**config.mk**
```make
export PLATFORM = sky130hd
export DESIGN_NAME = atlas_tile_slot_allocator_top
export DESIGN_NICKNAME = d
export VERILOG_FILES = /design/src/rtl/core/atsa_pkg.sv /design/src/rtl/core/atlas_tile_slot_allocator_top.sv /design/src/rtl/core/atsa_ctrl.sv /design/src/rtl/core/atsa_dp.sv
export SDC_FILE = /design/constraint.sdc
export NUM_CORES = 1
export LEC_CHECK = 0
export BUFFER_PORTS_ARGS = -buffer_cell sky130_fd_sc_hd__buf_4
export CAP_MARGIN = 20
export CORE_ASPECT_RATIO = 0.7
export CORE_MARGIN = 2
export CORE_UTILIZATION = 38
export DETAILED_ROUTE_END_ITERATION = 6
export SETUP_SLACK_MARGIN = 0.05
export SLEW_MARGIN = 30
export SYNTH_ARGS = -nofsm -noshare
export SYNTH_HDL_FRONTEND = slang
export SYNTH_SLANG_ARGS = --single-unit
```
**constraint.sdc**
```tcl
create_clock -name aclk -period 8.25 [get_ports aclk]
set_input_delay 1.65 -clock aclk [delete_from_list [all_inputs] [get_ports aclk]]
set_output_delay 1.65 -clock aclk [all_outputs]
set_load 0.02 [all_outputs]
```
**src/rtl/core/atsa_pkg.sv**
```systemverilog
`default_nettype none

package atsa_pkg;

    localparam int NUM_TILES   = 22;
    localparam int OWNER_WIDTH = 16;
    localparam int IDX_W       = $clog2(NUM_TILES);
    localparam int CNT_W       = 5;
    localparam int CLAIM_W     = 8;
    localparam int CAP_W       = 9;
    localparam int OPC_W       = 3;
    localparam int CLASS_W     = 2;
    localparam int OWNER_IN_W  = 16;
    localparam int S_DATA_W    = 32;
    localparam int M_DATA_W    = 16;

    localparam int HALF_END    = 2;
    localparam int QUARTER_END = 6;

    localparam logic [CLAIM_W-1:0] CLAIM_MAX = '1;
    localparam logic [CAP_W-1:0]   CAP_RESET = '1;

    typedef enum logic [OPC_W-1:0] {
        OP_BEGIN    = 3'd0,
        OP_END      = 3'd1,
        OP_ACQUIRE  = 3'd2,
        OP_RESERVE  = 3'd3,
        OP_CAPACITY = 3'd4,
        OP_OWNER    = 3'd5
    } opcode_t;

    typedef enum logic [CLASS_W-1:0] {
        CLASS_HALF    = 2'd0,
        CLASS_QUARTER = 2'd1,
        CLASS_EIGHTH  = 2'd2
    } tile_class_t;

    typedef enum logic [2:0] {
        RSP_NONE,
        RSP_OK,
        RSP_DENY,
        RSP_QUERY,
        RSP_GRANT
    } resp_t;

    typedef enum logic [3:0] {
        ST_IDLE,
        ST_DISPATCH,
        ST_SCAN_OWN,
        ST_SCAN_FREE,
        ST_SCAN_QUERY,
        ST_EMIT,
        ST_RESP_OK,
        ST_RESP_DENY,
        ST_RESP_QUERY
    } state_t;

    typedef struct packed {
        logic  load;
        logic  clear;
        logic  begin_frame;
        logic  end_frame;
        logic  scan_own;
        logic  scan_free;
        logic  scan_query;
        logic  grant;
        logic  emit;
        resp_t resp;
    } cmd_t;

    typedef struct packed {
        logic [OPC_W-1:0] op;
        logic             acq_deny;
        logic             scan_last;
        logic             found_full;
        logic             count_zero;
        logic             out_free;
        logic             emit_last;
    } stat_t;

    function automatic logic [CLASS_W-1:0] class_of(input logic [IDX_W-1:0] idx);
        logic [CLASS_W-1:0] c;
        if (idx < IDX_W'(HALF_END)) begin
            c = CLASS_HALF;
        end else if (idx < IDX_W'(QUARTER_END)) begin
            c = CLASS_QUARTER;
        end else begin
            c = CLASS_EIGHTH;
        end
        return c;
    endfunction

endpackage

`default_nettype wire

```
**src/rtl/core/atlas_tile_slot_allocator_top.sv**
```systemverilog
`default_nettype none

// Allocator for a fixed shadow atlas of 22 tiles (two half, four quarter and sixteen eighth
// size tiles). One command word enters on the s_ side; its results leave on the m_ side
// from an output register, so a new command is taken while the last result word still
// waits. Commands run one at a time, and the tile table is walked by one scan index, one
// tile per cycle. Begin frame, end frame, unknown opcodes and acquires denied for a zero
// count or the claim cap go from dispatch straight to their single result word. Capacity
// and owner queries walk the table once before their result word. A reserve walks the
// table once and an acquire twice; each then gives one result word per granted tile,
// one result word per cycle while the output side keeps up. A reserve of zero tiles, or a
// reserve or an acquire denied for short supply, gives a single result word. A result word
// left waiting in the output register stalls the next one. The user must write the claim
// cap through the cfg port only while no command is in flight; the block does not check.

module atlas_tile_slot_allocator_top
    import atsa_pkg::*;
(
    input  wire logic                aclk,
    input  wire logic                aresetn,
    // opcode[2:0], tile_class[4:3], owner_id[20:5], tile_count[25:21], zero[31:26]
    input  wire logic [S_DATA_W-1:0] s_tdata,
    input  wire logic                s_tvalid,
    output logic                     s_tready,
    // ok[0], slot_valid[1], slot_index[6:2], answer[11:7], zero[15:12]
    output logic [M_DATA_W-1:0]      m_tdata,
    output logic                     m_tlast,
    output logic                     m_tvalid,
    input  wire logic                m_tready,
    input  wire logic                cfg_valid,
    output logic                     cfg_ready,
    input  wire logic [CAP_W-1:0]    cfg_data
);

    cmd_t  cmd;
    stat_t stat;

    assign cfg_ready = 1'b1;

    atsa_ctrl u_ctrl (
        .aclk     (aclk),
        .aresetn  (aresetn),
        .s_tvalid (s_tvalid),
        .s_tready (s_tready),
        .stat     (stat),
        .cmd      (cmd)
    );

    atsa_dp u_dp (
        .aclk      (aclk),
        .aresetn   (aresetn),
        .s_tdata   (s_tdata),
        .cfg_valid (cfg_valid && cfg_ready),
        .cfg_data  (cfg_data),
        .cmd       (cmd),
        .stat      (stat),
        .m_tvalid  (m_tvalid),
        .m_tready  (m_tready),
        .m_tdata   (m_tdata),
        .m_tlast   (m_tlast)
    );

endmodule

`default_nettype wire

```
**src/rtl/core/atsa_ctrl.sv**
```systemverilog
`default_nettype none

module atsa_ctrl
    import atsa_pkg::*;
(
    input  wire logic  aclk,
    input  wire logic  aresetn,
    input  wire logic  s_tvalid,
    output logic       s_tready,
    input  wire stat_t stat,
    output cmd_t       cmd
);

    state_t state_reg;
    state_t state_next;

    always_ff @(posedge aclk) begin
        if (!aresetn) begin
            state_reg <= ST_IDLE;
        end else begin
            state_reg <= state_next;
        end
    end

    always_comb begin
        state_next = state_reg;
        cmd        = '0;
        cmd.resp   = RSP_NONE;
        s_tready   = 1'b0;
        unique case (state_reg)
            ST_IDLE: begin
                s_tready = 1'b1;
                if (s_tvalid) begin
                    cmd.load   = 1'b1;
                    state_next = ST_DISPATCH;
                end
            end
            ST_DISPATCH: begin
                cmd.clear = 1'b1;
                unique case (stat.op) inside
                    OP_BEGIN: begin
                        cmd.begin_frame = 1'b1;
                        state_next      = ST_RESP_OK;
                    end
                    OP_END: begin
                        cmd.end_frame = 1'b1;
                        state_next    = ST_RESP_OK;
                    end
                    OP_ACQUIRE: begin
                        state_next = stat.acq_deny ? ST_RESP_DENY : ST_SCAN_OWN;
                    end
                    OP_RESERVE: begin
                        state_next = ST_SCAN_FREE;
                    end
                    OP_CAPACITY, OP_OWNER: begin
                        state_next = ST_SCAN_QUERY;
                    end
                    default: begin
                        state_next = ST_RESP_DENY;
                    end
                endcase
            end
            ST_SCAN_OWN: begin
                cmd.scan_own = 1'b1;
                if (stat.scan_last) begin
                    state_next = ST_SCAN_FREE;
                end
            end
            ST_SCAN_FREE: begin
                cmd.scan_free = 1'b1;
                if (stat.scan_last) begin
                    if (!stat.found_full) begin
                        state_next = ST_RESP_DENY;
                    end else if (stat.count_zero) begin
                        state_next = ST_RESP_OK;
                    end else begin
                        cmd.grant  = 1'b1;
                        state_next = ST_EMIT;
                    end
                end
            end
            ST_SCAN_QUERY: begin
                cmd.scan_query = 1'b1;
                if (stat.scan_last) begin
                    state_next = ST_RESP_QUERY;
                end
            end
            ST_EMIT: begin
                if (stat.out_free) begin
                    cmd.emit = 1'b1;
                    cmd.resp = RSP_GRANT;
                    if (stat.emit_last) begin
                        state_next = ST_IDLE;
                    end
                end
            end
            ST_RESP_OK: begin
                if (stat.out_free) begin
                    cmd.resp   = RSP_OK;
                    state_next = ST_IDLE;
                end
            end
            ST_RESP_DENY: begin
                if (stat.out_free) begin
                    cmd.resp   = RSP_DENY;
                    state_next = ST_IDLE;
                end
            end
            ST_RESP_QUERY: begin
                if (stat.out_free) begin
                    cmd.resp   = RSP_QUERY;
                    state_next = ST_IDLE;
                end
            end
            default: begin
                state_next = ST_IDLE;
            end
        endcase
    end

endmodule

`default_nettype wire

```
**src/rtl/core/atsa_dp.sv**
```systemverilog
`default_nettype none

module atsa_dp
    import atsa_pkg::*;
(
    input  wire logic                  aclk,
    input  wire logic                  aresetn,
    input  wire logic [S_DATA_W-1:0]   s_tdata,
    input  wire logic                  cfg_valid,
    input  wire logic [CAP_W-1:0]      cfg_data,
    input  wire cmd_t                  cmd,
    output stat_t                      stat,
    output logic                       m_tvalid,
    input  wire logic                  m_tready,
    output logic [M_DATA_W-1:0]        m_tdata,
    output logic                       m_tlast
);

    logic [OPC_W-1:0]       op_reg;
    logic [CLASS_W-1:0]     cls_reg;
    logic [OWNER_WIDTH-1:0] req_owner_reg;
    logic [CNT_W-1:0]       count_reg;

    logic [OWNER_WIDTH-1:0] tile_owner_reg [NUM_TILES];
    logic [NUM_TILES-1:0]   tile_pinned_reg;
    logic [NUM_TILES-1:0]   tile_claimed_reg;
    logic [CLAIM_W-1:0]     frame_claims_reg;
    logic [CAP_W-1:0]       claim_cap_reg;

    logic [IDX_W-1:0]       scan_idx_reg;
    logic [NUM_TILES-1:0]   taken_reg;
    logic [IDX_W-1:0]       pick_reg [NUM_TILES];
    logic [CNT_W-1:0]       found_reg;
    logic [CNT_W-1:0]       emit_idx_reg;
    logic [CNT_W-1:0]       cap_cnt_reg;
    logic                   has_reg;

    logic                   out_valid_reg;
    logic                   out_ok_reg;
    logic                   out_slot_valid_reg;
    logic [IDX_W-1:0]       out_slot_index_reg;
    logic [CNT_W-1:0]       out_answer_reg;
    logic                   out_last_reg;

    logic [OWNER_WIDTH-1:0] scan_owner;
    logic                   class_hit;
    logic                   match_own;
    logic                   match_free;
    logic                   push;
    logic [IDX_W-1:0]       tile_sel;
    logic                   emit_last;
    logic                   out_free;
    logic [CLAIM_W+1:0]     claim_sum;
    logic [CLAIM_W:0]       claim_add;

    assign scan_owner = tile_owner_reg[scan_idx_reg];
    assign class_hit  = (class_of(scan_idx_reg) == cls_reg);
    assign match_own  = class_hit && (scan_owner == req_owner_reg);
    assign match_free = class_hit && (scan_owner == '0) && !taken_reg[scan_idx_reg];
    assign push       = (found_reg < count_reg)
                        && ((cmd.scan_own && match_own) || (cmd.scan_free && match_free));
    assign tile_sel   = pick_reg[emit_idx_reg[IDX_W-1:0]];
    assign emit_last  = ((emit_idx_reg + CNT_W'(1)) == found_reg);
    assign out_free   = !out_valid_reg || m_tready;
    assign claim_sum  = {2'b00, frame_claims_reg} + (CLAIM_W+2)'(count_reg);
    assign claim_add  = {1'b0, frame_claims_reg} + (CLAIM_W+1)'(count_reg);

    always_comb begin
        stat            = '0;
        stat.op         = op_reg;
        stat.acq_deny   = (count_reg == '0)
                          || (!claim_cap_reg[CAP_W-1]
                              && (claim_sum > (CLAIM_W+2)'(claim_cap_reg)));
        stat.scan_last  = (scan_idx_reg == IDX_W'(NUM_TILES - 1));
        stat.found_full = ((found_reg + CNT_W'(push)) == count_reg);
        stat.count_zero = (count_reg == '0);
        stat.out_free   = out_free;
        stat.emit_last  = emit_last;
    end

    always_ff @(posedge aclk) begin
        if (cmd.load) begin
            op_reg        <= s_tdata[2:0];
            cls_reg       <= s_tdata[4:3];
            req_owner_reg <= OWNER_WIDTH'(s_tdata[20:5]);
            count_reg     <= s_tdata[25:21];
        end
    end

    always_ff @(posedge aclk) begin
        if (!aresetn) begin
            claim_cap_reg <= CAP_RESET;
        end else if (cfg_valid) begin
            claim_cap_reg <= cfg_data;
        end
    end

    always_ff @(posedge aclk) begin
        if (!aresetn) begin
            for (int i = 0; i < NUM_TILES; i++) begin
                tile_owner_reg[i] <= '0;
            end
            tile_pinned_reg  <= '0;
            tile_claimed_reg <= '0;
            frame_claims_reg <= '0;
        end else begin
            for (int i = 0; i < NUM_TILES; i++) begin
                if (cmd.end_frame && !tile_pinned_reg[i] && !tile_claimed_reg[i]
                    && (tile_owner_reg[i] != '0)) begin
                    tile_owner_reg[i] <= '0;
                end
                if (cmd.emit && (tile_sel == IDX_W'(i))) begin
                    tile_owner_reg[i] <= req_owner_reg;
                    if (op_reg == OP_ACQUIRE) begin
                        tile_claimed_reg[i] <= 1'b1;
                    end else begin
                        tile_pinned_reg[i] <= 1'b1;
                    end
                end
            end
            if (cmd.begin_frame) begin
                tile_claimed_reg <= '0;
                frame_claims_reg <= '0;
            end
            if (cmd.grant && (op_reg == OP_ACQUIRE)) begin
                frame_claims_reg <= claim_add[CLAIM_W] ? CLAIM_MAX : claim_add[CLAIM_W-1:0];
            end
        end
    end

    always_ff @(posedge aclk) begin
        if (cmd.clear) begin
            scan_idx_reg <= '0;
            taken_reg    <= '0;
            found_reg    <= '0;
            emit_idx_reg <= '0;
            cap_cnt_reg  <= '0;
            has_reg      <= 1'b0;
        end else begin
            if (cmd.scan_own || cmd.scan_free || cmd.scan_query) begin
                scan_idx_reg <= stat.scan_last ? '0 : scan_idx_reg + IDX_W'(1);
            end
            if (push) begin
                pick_reg[found_reg[IDX_W-1:0]] <= scan_idx_reg;
                taken_reg[scan_idx_reg]        <= 1'b1;
                found_reg                      <= found_reg + CNT_W'(1);
            end
            if (cmd.scan_query) begin
                if (class_hit && !tile_pinned_reg[scan_idx_reg]) begin
                    cap_cnt_reg <= cap_cnt_reg + CNT_W'(1);
                end
                if (scan_owner == req_owner_reg) begin
                    has_reg <= 1'b1;
                end
            end
            if (cmd.emit) begin
                emit_idx_reg <= emit_idx_reg + CNT_W'(1);
            end
        end
    end

    always_ff @(posedge aclk) begin
        if (!aresetn) begin
            out_valid_reg <= 1'b0;
        end else if (cmd.resp != RSP_NONE) begin
            out_valid_reg <= 1'b1;
        end else if (m_tready) begin
            out_valid_reg <= 1'b0;
        end
    end

    always_ff @(posedge aclk) begin
        if (cmd.resp != RSP_NONE) begin
            out_ok_reg         <= 1'b0;
            out_slot_valid_reg <= 1'b0;
            out_slot_index_reg <= '0;
            out_answer_reg     <= '0;
            out_last_reg       <= 1'b1;
            case (cmd.resp)
                RSP_OK: begin
                    out_ok_reg <= 1'b1;
                end
                RSP_QUERY: begin
                    if (op_reg == OP_CAPACITY) begin
                        out_ok_reg     <= 1'b1;
                        out_answer_reg <= cap_cnt_reg;
                    end else begin
                        out_ok_reg <= has_reg;
                    end
                end
                RSP_GRANT: begin
                    out_ok_reg         <= 1'b1;
                    out_slot_valid_reg <= 1'b1;
                    out_slot_index_reg <= tile_sel;
                    out_last_reg       <= emit_last;
                end
                default: begin
                    out_ok_reg <= 1'b0;
                end
            endcase
        end
    end

    assign m_tvalid = out_valid_reg;
    assign m_tlast  = out_last_reg;
    assign m_tdata  = {4'b0000, out_answer_reg, out_slot_index_reg,
                       out_slot_valid_reg, out_ok_reg};

    a_emit_in_range: assert property (@(posedge aclk) disable iff (!aresetn)
        cmd.emit |-> (emit_idx_reg < found_reg))
        else $error("Grant word issued beyond the gathered tile list.");

    a_emit_op: assert property (@(posedge aclk) disable iff (!aresetn)
        cmd.emit |-> ((op_reg == OP_ACQUIRE) || (op_reg == OP_RESERVE)))
        else $error("Grant word issued for an operation that grants no tiles.");

    a_found_bound: assert property (@(posedge aclk) disable iff (!aresetn)
        (cmd.scan_own || cmd.scan_free) |-> (found_reg <= count_reg))
        else $error("Gathered more tiles than requested.");

    a_grant_commits: assert property (@(posedge aclk) disable iff (!aresetn)
        cmd.emit |=> (tile_owner_reg[$past(tile_sel)] == $past(req_owner_reg)))
        else $error("Granted tile did not take the requester as owner.");

endmodule

`default_nettype wire
```
==> flow_metrics.py, run 1 <==
metrics = {
    "place": {
        "pre_cts_ws_ns": 1.93,
        "place_area_um2": 30500,
        "io_buffers": 54,
        "dp_hpwl_um": 65400,
        "place.gp.congestion": 0.959,
        "place_inst": 3248,
    },
    "clocking": {
        "path_clk_slew_ns": 0.06,
        "cts_setup_buffers": 0,
        "htree_levels": 3,
        "cts_hold_buf": 0,
        "clockBufferDepth": 3,
        "cts_resized": 0,
        "clock_latency_ns": 0.62,
        "cts_tree": "built",
        "cts_buffers": 66,
        "cts_root_buf": "clkbuf_16",
        "cts_sinks": 620,
    },
    "flow_run": {
        "cap_violations": 0,
    },
    "setup_path": {
        "crit_required_ns": 8.70,
        "crit_path_cell_trace": "and2_1 > a22oi_1 > a21oi_1 > a311oi_1 > a2111oi_0 > o2111ai_1 > nor4_1 > buf_4 > a21oi_2 > inv_1 > ha_1 > ha_1 > nand2b_1 > o211a_1 > nor3_1 > o2111ai_1 > nor2_1 > and2_1 > a21oi_1 > buf_4 > o21ai_0 > a21oi_1",
        "cp_max_fo": 45,
        "cp_slowest_cell": "dfxtp_4",
        "arrival_ns": 6.87,
        "crit_path_max_incr_delay_ns": 0.89,
        "cp.buffers_inverters": 3,
        "cpLargestDelayFamily": "compound AO/OA/AOI/OAI gates",
        "critPathMostFrequentCell": "a21oi_1",
        "critPathLaunchType": "flop",
        "path_class": "flop to flop",
        "worst_setup_path_end_kind": "flop",
    },
    "timing": {
        "clock_skew_ns": 0.0263,
        "finalHoldViolCount": 0,
        "final.min_clock_period_ns": 6.41,
        "setup_viol": 0,
        "fin_crit_sh": 0.777,
        "report.final.slew_viol_count": 0,
        "worst_slew_pin_slew_ns": 1.01,
        "maxSlewHeadroom": 0.323,
        "rsz0062_at_grt": "no",
        "clock.fmax_ghz": 0.156,
        "worst_slack_ns": 1.84,
        "setup_tns_ns": 0,
    },
    "layout": {
        "fin_cells": 3371,
        "fin_area_um2": 32700,
        "largest_reg_flops": 352,
        "layout-drive-gt1-share": 0.138,
        "syn_to_final_growth_pct": 11.8,
        "nets": 2394,
    },
    "die": {
        "die_area_um2": 79200,
        "start_util": 0.382,
        "num_rows": 85,
        "die_w_um": 336,
        "io_pins": 66,
        "die_h_um": 236,
        "core-area_um2": 76600,
    },
    "synth": {
        "synth_edf_count": 501,
        "ys.warnings.count": 0,
        "synth_seq_cells": 620,
        "ys.flop_type": "edfxtp_1",
        "synth_area_per_cell_um2": 12.5,
        "netlist_area_um2": 29200,
        "synthCells": 2348,
        "yosysTopAreaCell": "edfxtp_1",
        "synth_top_area_share": 0.515,
        "async_flop_share": 0,
        "ys_seq_area_frac": 0.596,
        "yosysUniqueCellTypes": 74,
        "synth_most_common_cell": "edfxtp_1",
        "synthTopCellsByCount": "edfxtp_1, nor4_1, mux2i_1, clkbuf_1, nor2_1",
        "synth_area_leaders": "edfxtp_1, dfxtp_1, nor4_1",
    },
    "detailed_routing": {
        "ant_nets": 0,
        "drc": 0,
        "drtIter0Drc": 3036,
        "wl_um": 95600,
        "avgViaCountPerCell": 6.41,
        "vias": 21595,
        "drt_pass1_iterations": 6,
        "wl_per_cell_um": 28.3,
    },
    "global_routing": {
        "track_usage": 0.238,
        "grt_pass1_wl_um": 139000,
        "grt_max_degree": 139,
        "grt_pass1_vias": 20496,
        "antenna_found_initial": 3,
        "grt-ovfl-total": 0,
    },
    "pwr": {
        "p_switching_mw": 2.92,
        "max-vdd-ir-drop_uv": 157,
        "p_leak_nw": 10.9,
        "power_frac_seq": 0.438,
        "p_total_mw": 8.92,
        "powerDensity_nw_per_um2": 273,
        "p_sw_frac": 0.328,
        "combPwrFrac": 0.224,
        "power.internal_mw": 6.00,
        "p_clk_frac": 0.338,
    },
    "run_status": {
        "status": "completed",
    },
    "hold_path": {
        "hold_class": "flop to flop",
    },
}
==> cell usage in the layout, fill, tap and decap left out, drive strengths merged, types with 18 or more instances in the layout <==
cell and n:
and2 45, mux4 52, clkbuf 96, mux2i 166, ha 30, a22oi 55
inv 40, nand2 67, nor3b 19, dfxtp 119, o21ai 36, nand4 33
and3 87, nor4 317, nor2 147, buf 120, a21oi 97, a32o 20
edfxtp 501, a311o 18, nor3 55, nand2b 20
==> layout make-up <==
| type | instances | area [µm²] |
|---|---|---|
| Fill cell | 7012 | 43900 |
| Antenna cell | 1 | 2.50 |
| Clock buffer | 96 | 1930 |
| Tap cell | 1000 | 1250 |
| Clock inverter | 25 | 240 |
| Inverter | 39 | 154 |
| Sequential cell | 620 | 17400 |
| Timing Repair Buffer | 120 | 917 |
| Multi-Input combinational cell | 1470 | 10700 |
==> layer usage <==
layer / vias to the layer above / GRT usage / wire length [µm]
met5: - / 0 / 0
met4: 0 / 0.0637 / 2330
met1: 10839 / 0.362 / 41900
met3: 173 / 0.0649 / 12100
li1: 9216 / - / -
met2: 1367 / 0.330 / 39300
==> through the flow <==
| stage | hold WS, ns | utilization |
|---|---|---|
| CTS | 0.456 | 0.426 |
| floorplan | 0.420 | - |
| detailed placement | 0.443 | 0.398 |
| global placement | 0.430 | 0.398 |
| finish | 0.457 | 0.427 |
| global route | 0.476 | 0.427 |
==> final timing paths <==
check	start	slack, ns	cells past startpoint	end
hold reg to reg	u_dp.frame_claims_reg[0]	0.46	2	u_dp.frame_claims_reg[0]
hold / removal	u_dp.frame_claims_reg[0]	0.46	2	u_dp.frame_claims_reg[0]
setup reg to reg	flop	1.84	22	u_dp.frame_claims_reg[5]
setup / recovery	flop	1.84	22	u_dp.frame_claims_reg[5]
==> tightest hold or removal path: stages, from the launching register on <==
cell and delay [ns]:
dfxtp_1 0.31, nand2_1 0.05, a21oi_1 0.05
==> kinds of logic (layout without fill, tap and decap cells) <==
| family | after synthesis | count (layout) | share of synthesized area |
|---|---|---|---|
| other | 2 | 6 | 0.000257 |
| xor gates and xnor gates | 29 | 29 | 0.00869 |
| AOI/OAI and AO/OA | 323 | 323 | 0.0773 |
| DFF | 620 | 620 | 0.596 |
| and+or+nand+nor | 856 | 856 | 0.165 |
| muxes | 226 | 226 | 0.100 |
| adders and majority gates | 31 | 31 | 0.0135 |
| buffers and inverters | 261 | 280 | 0.0397 |
==> power groups by stage <==
| stage | combinational (mW) | clock [mW] | sequential, mW |
|---|---|---|---|
| after floorplan | 1.24 | 0 | 3.80 |
| after global placement | 1.91 | 0 | 3.96 |
| after detailed placement | 1.92 | 0 | 3.97 |
| after CTS | 1.92 | 3.04 | 3.90 |
| after global routing | 2.07 | 3.16 | 3.93 |
| final | 2.00 | 3.02 | 3.91 |
Power figures use the tool's default switching activity.
==> run 2, diff against run 1 <==
==> constraint.sdc (replaced) <==
create_clock -name aclk -period 5.99 [get_ports aclk]
set_input_delay 1.198 -clock aclk [delete_from_list [all_inputs] [get_ports aclk]]
set_output_delay 1.198 -clock aclk [all_outputs]
set_load 0.02 [all_outputs]
==> run 2 against run 1 <==
- clock-buffer cell count fell by 15
- flip-flop and latch count unchanged
- register-to-register slack got worse by 1.5 ns
- clock skew decreased by 0.0069 ns
- die area unchanged
- critical endpoint is now u_dp.frame_claims_reg[6]
- largest cell class unchanged
- largest power group unchanged
- highest routed layer is now met5
==> flow_metrics.py, run 2 (synthesis results as in run 1) <==
metrics = {
    "global_routing": {
        "grt_pass1_vias": 20851,
        "antenna_found_initial": 4,
        "grt-ovfl-total": 0,
        "grt_max_degree": 139,
        "grt_pass1_wl_um": 141000,
        "track_usage": 0.241,
    },
    "clocking": {
        "cts_setup_buffers": 0,
        "cts_root_buf": "clkbuf_16",
        "path_clk_slew_ns": 0.07,
        "clockBufferDepth": 3,
        "cts_buffers": 60,
        "clock_latency_ns": 0.64,
        "cts_resized": 0,
        "cts_hold_buf": 0,
        "htree_levels": 2,
        "cts_sinks": 620,
        "cts_tree": "built",
    },
    "timing": {
        "finalHoldViolCount": 0,
        "worst_slew_pin_slew_ns": 1.00,
        "rsz0062_at_grt": "no",
        "worst_slack_ns": 0.381,
        "maxSlewHeadroom": 0.330,
        "clock.fmax_ghz": 0.178,
        "fin_crit_sh": 0.936,
        "hold_ws_ns": 0.455,
        "final.min_clock_period_ns": 5.61,
        "setup_viol": 0,
        "report.final.slew_viol_count": 0,
        "clock_skew_ns": 0.0193,
        "setup_tns_ns": 0,
    },
    "detailed_routing": {
        "wl_per_cell_um": 28.3,
        "ant_nets": 0,
        "drc": 0,
        "vias": 21943,
        "wl_um": 97200,
        "avgViaCountPerCell": 6.39,
        "drt_pass1_iterations": 6,
        "drtIter0Drc": 3375,
    },
    "pwr": {
        "max-vdd-ir-drop_uv": 235,
        "p_leak_nw": 11.3,
        "powerDensity_nw_per_um2": 372,
        "p_total_mw": 12.3,
    },
    "setup_path": {
        "crit_path_max_incr_delay_ns": 0.70,
        "crit_path_cell_trace": "nor2_1 > a22oi_1 > a21oi_1 > a311oi_1 > a2111oi_0 > buf_4 > o2111ai_1 > nor4_1 > buf_4 > a21oi_2 > inv_1 > ha_1 > ha_1 > nand2b_1 > o211a_1 > nor3_1 > o2111ai_1 > nor2_1 > and2_1 > a21oi_1 > buf_4 > nand2_1 > a21oi_1",
        "path_class": "flop to flop",
        "arrival_ns": 6.09,
        "critPathLaunchType": "flop",
        "worst_setup_path_end_kind": "flop",
        "cp_slowest_cell": "a21oi_1",
        "crit_required_ns": 6.47,
        "cp_max_fo": 24,
    },
    "flow_run": {
        "cap_violations": 0,
    },
    "layout": {
        "nets": 2460,
        "fin_area_um2": 33100,
        "fin_cells": 3435,
        "layout-drive-gt1-share": 0.161,
        "final_cell_mix": "edfxtp_1, nor4_1, buf_4",
        "syn_to_final_growth_pct": 13.2,
        "largest_reg_flops": 352,
        "final_common_cell": "edfxtp_1",
        "n_antenna_cell": 0,
        "postLayoutCoreUtil": 0.432,
    },
    "die": {
        "core-area_um2": 76600,
        "start_util": 0.382,
        "die_area_um2": 79200,
        "num_rows": 85,
        "die_w_um": 336,
        "io_pins": 66,
        "die_h_um": 236,
    },
    "place": {
        "place.gp.congestion": 0.976,
        "pre_cts_ws_ns": 0.590,
        "place_area_um2": 31000,
        "dp_hpwl_um": 67800,
        "place_inst": 3321,
        "io_buffers": 54,
    },
    "hold_path": {
        "hold_class": "flop to flop",
    },
    "run_status": {
        "status": "completed",
    },
}
run 2: cell types whose count changed in the layout (fill, tap and decap cells not counted), sizes merged:
cell,delta
clkbuf,-15
bufinv,+4
clkinvlp,-4
buf,+72
clkinv,+7
inv,+1
diode,-1
run 2: per-layer routing:
metal / global-route usage / routed length (µm) / vias up
li1: - / - / 9351
met1: 0.373 / 42800 / 11082
met2: 0.329 / 39300 / 1364
met3: 0.0723 / 13200 / 144
met4: 0.0527 / 1880 / 2
met5: 0 / 13 / -
run 2: cell type report:
| type | instances | area, µm² |
|---|---|---|
| fill | 6989 | 43500 |
| clock inverter | 33 | 382 |
| sequential | 620 | 17400 |
| multi-input combinational | 1470 | 10700 |
| inverter | 39 | 154 |
| clock buffer | 81 | 1690 |
| tap | 1000 | 1250 |
| timing repair buffer | 192 | 1470 |
run 2: worst max-delay path, delay by kind of cell (launching register included):
family / cells / cell delay [ns]
adder cells (fa/ha/maj): 2 / 0.35
AND/OR/NAND/NOR: 7 / 1.60
AO/OA/AOI/OAI: 10 / 2.32
flip-flops: 1 / 0.49
buffers and inverters: 4 / 0.66
run 2: report_power, final:
part | switching [mW] | internal (mW)
sequential | 0.384 | 5.00
clock | 1.70 | 2.32
combinational | 1.98 | 0.916
run 2: final timing paths:
path	from	endpoint	slack, ns	cells past startpoint
worst max register to register	flop	u_dp.frame_claims_reg[6]	0.38	23
worst min-delay path	u_dp.has_reg	u_dp.has_reg	0.46	2
worst min register to register	u_dp.has_reg	u_dp.has_reg	0.46	2
worst max-delay path	flop	u_dp.frame_claims_reg[6]	0.38	23
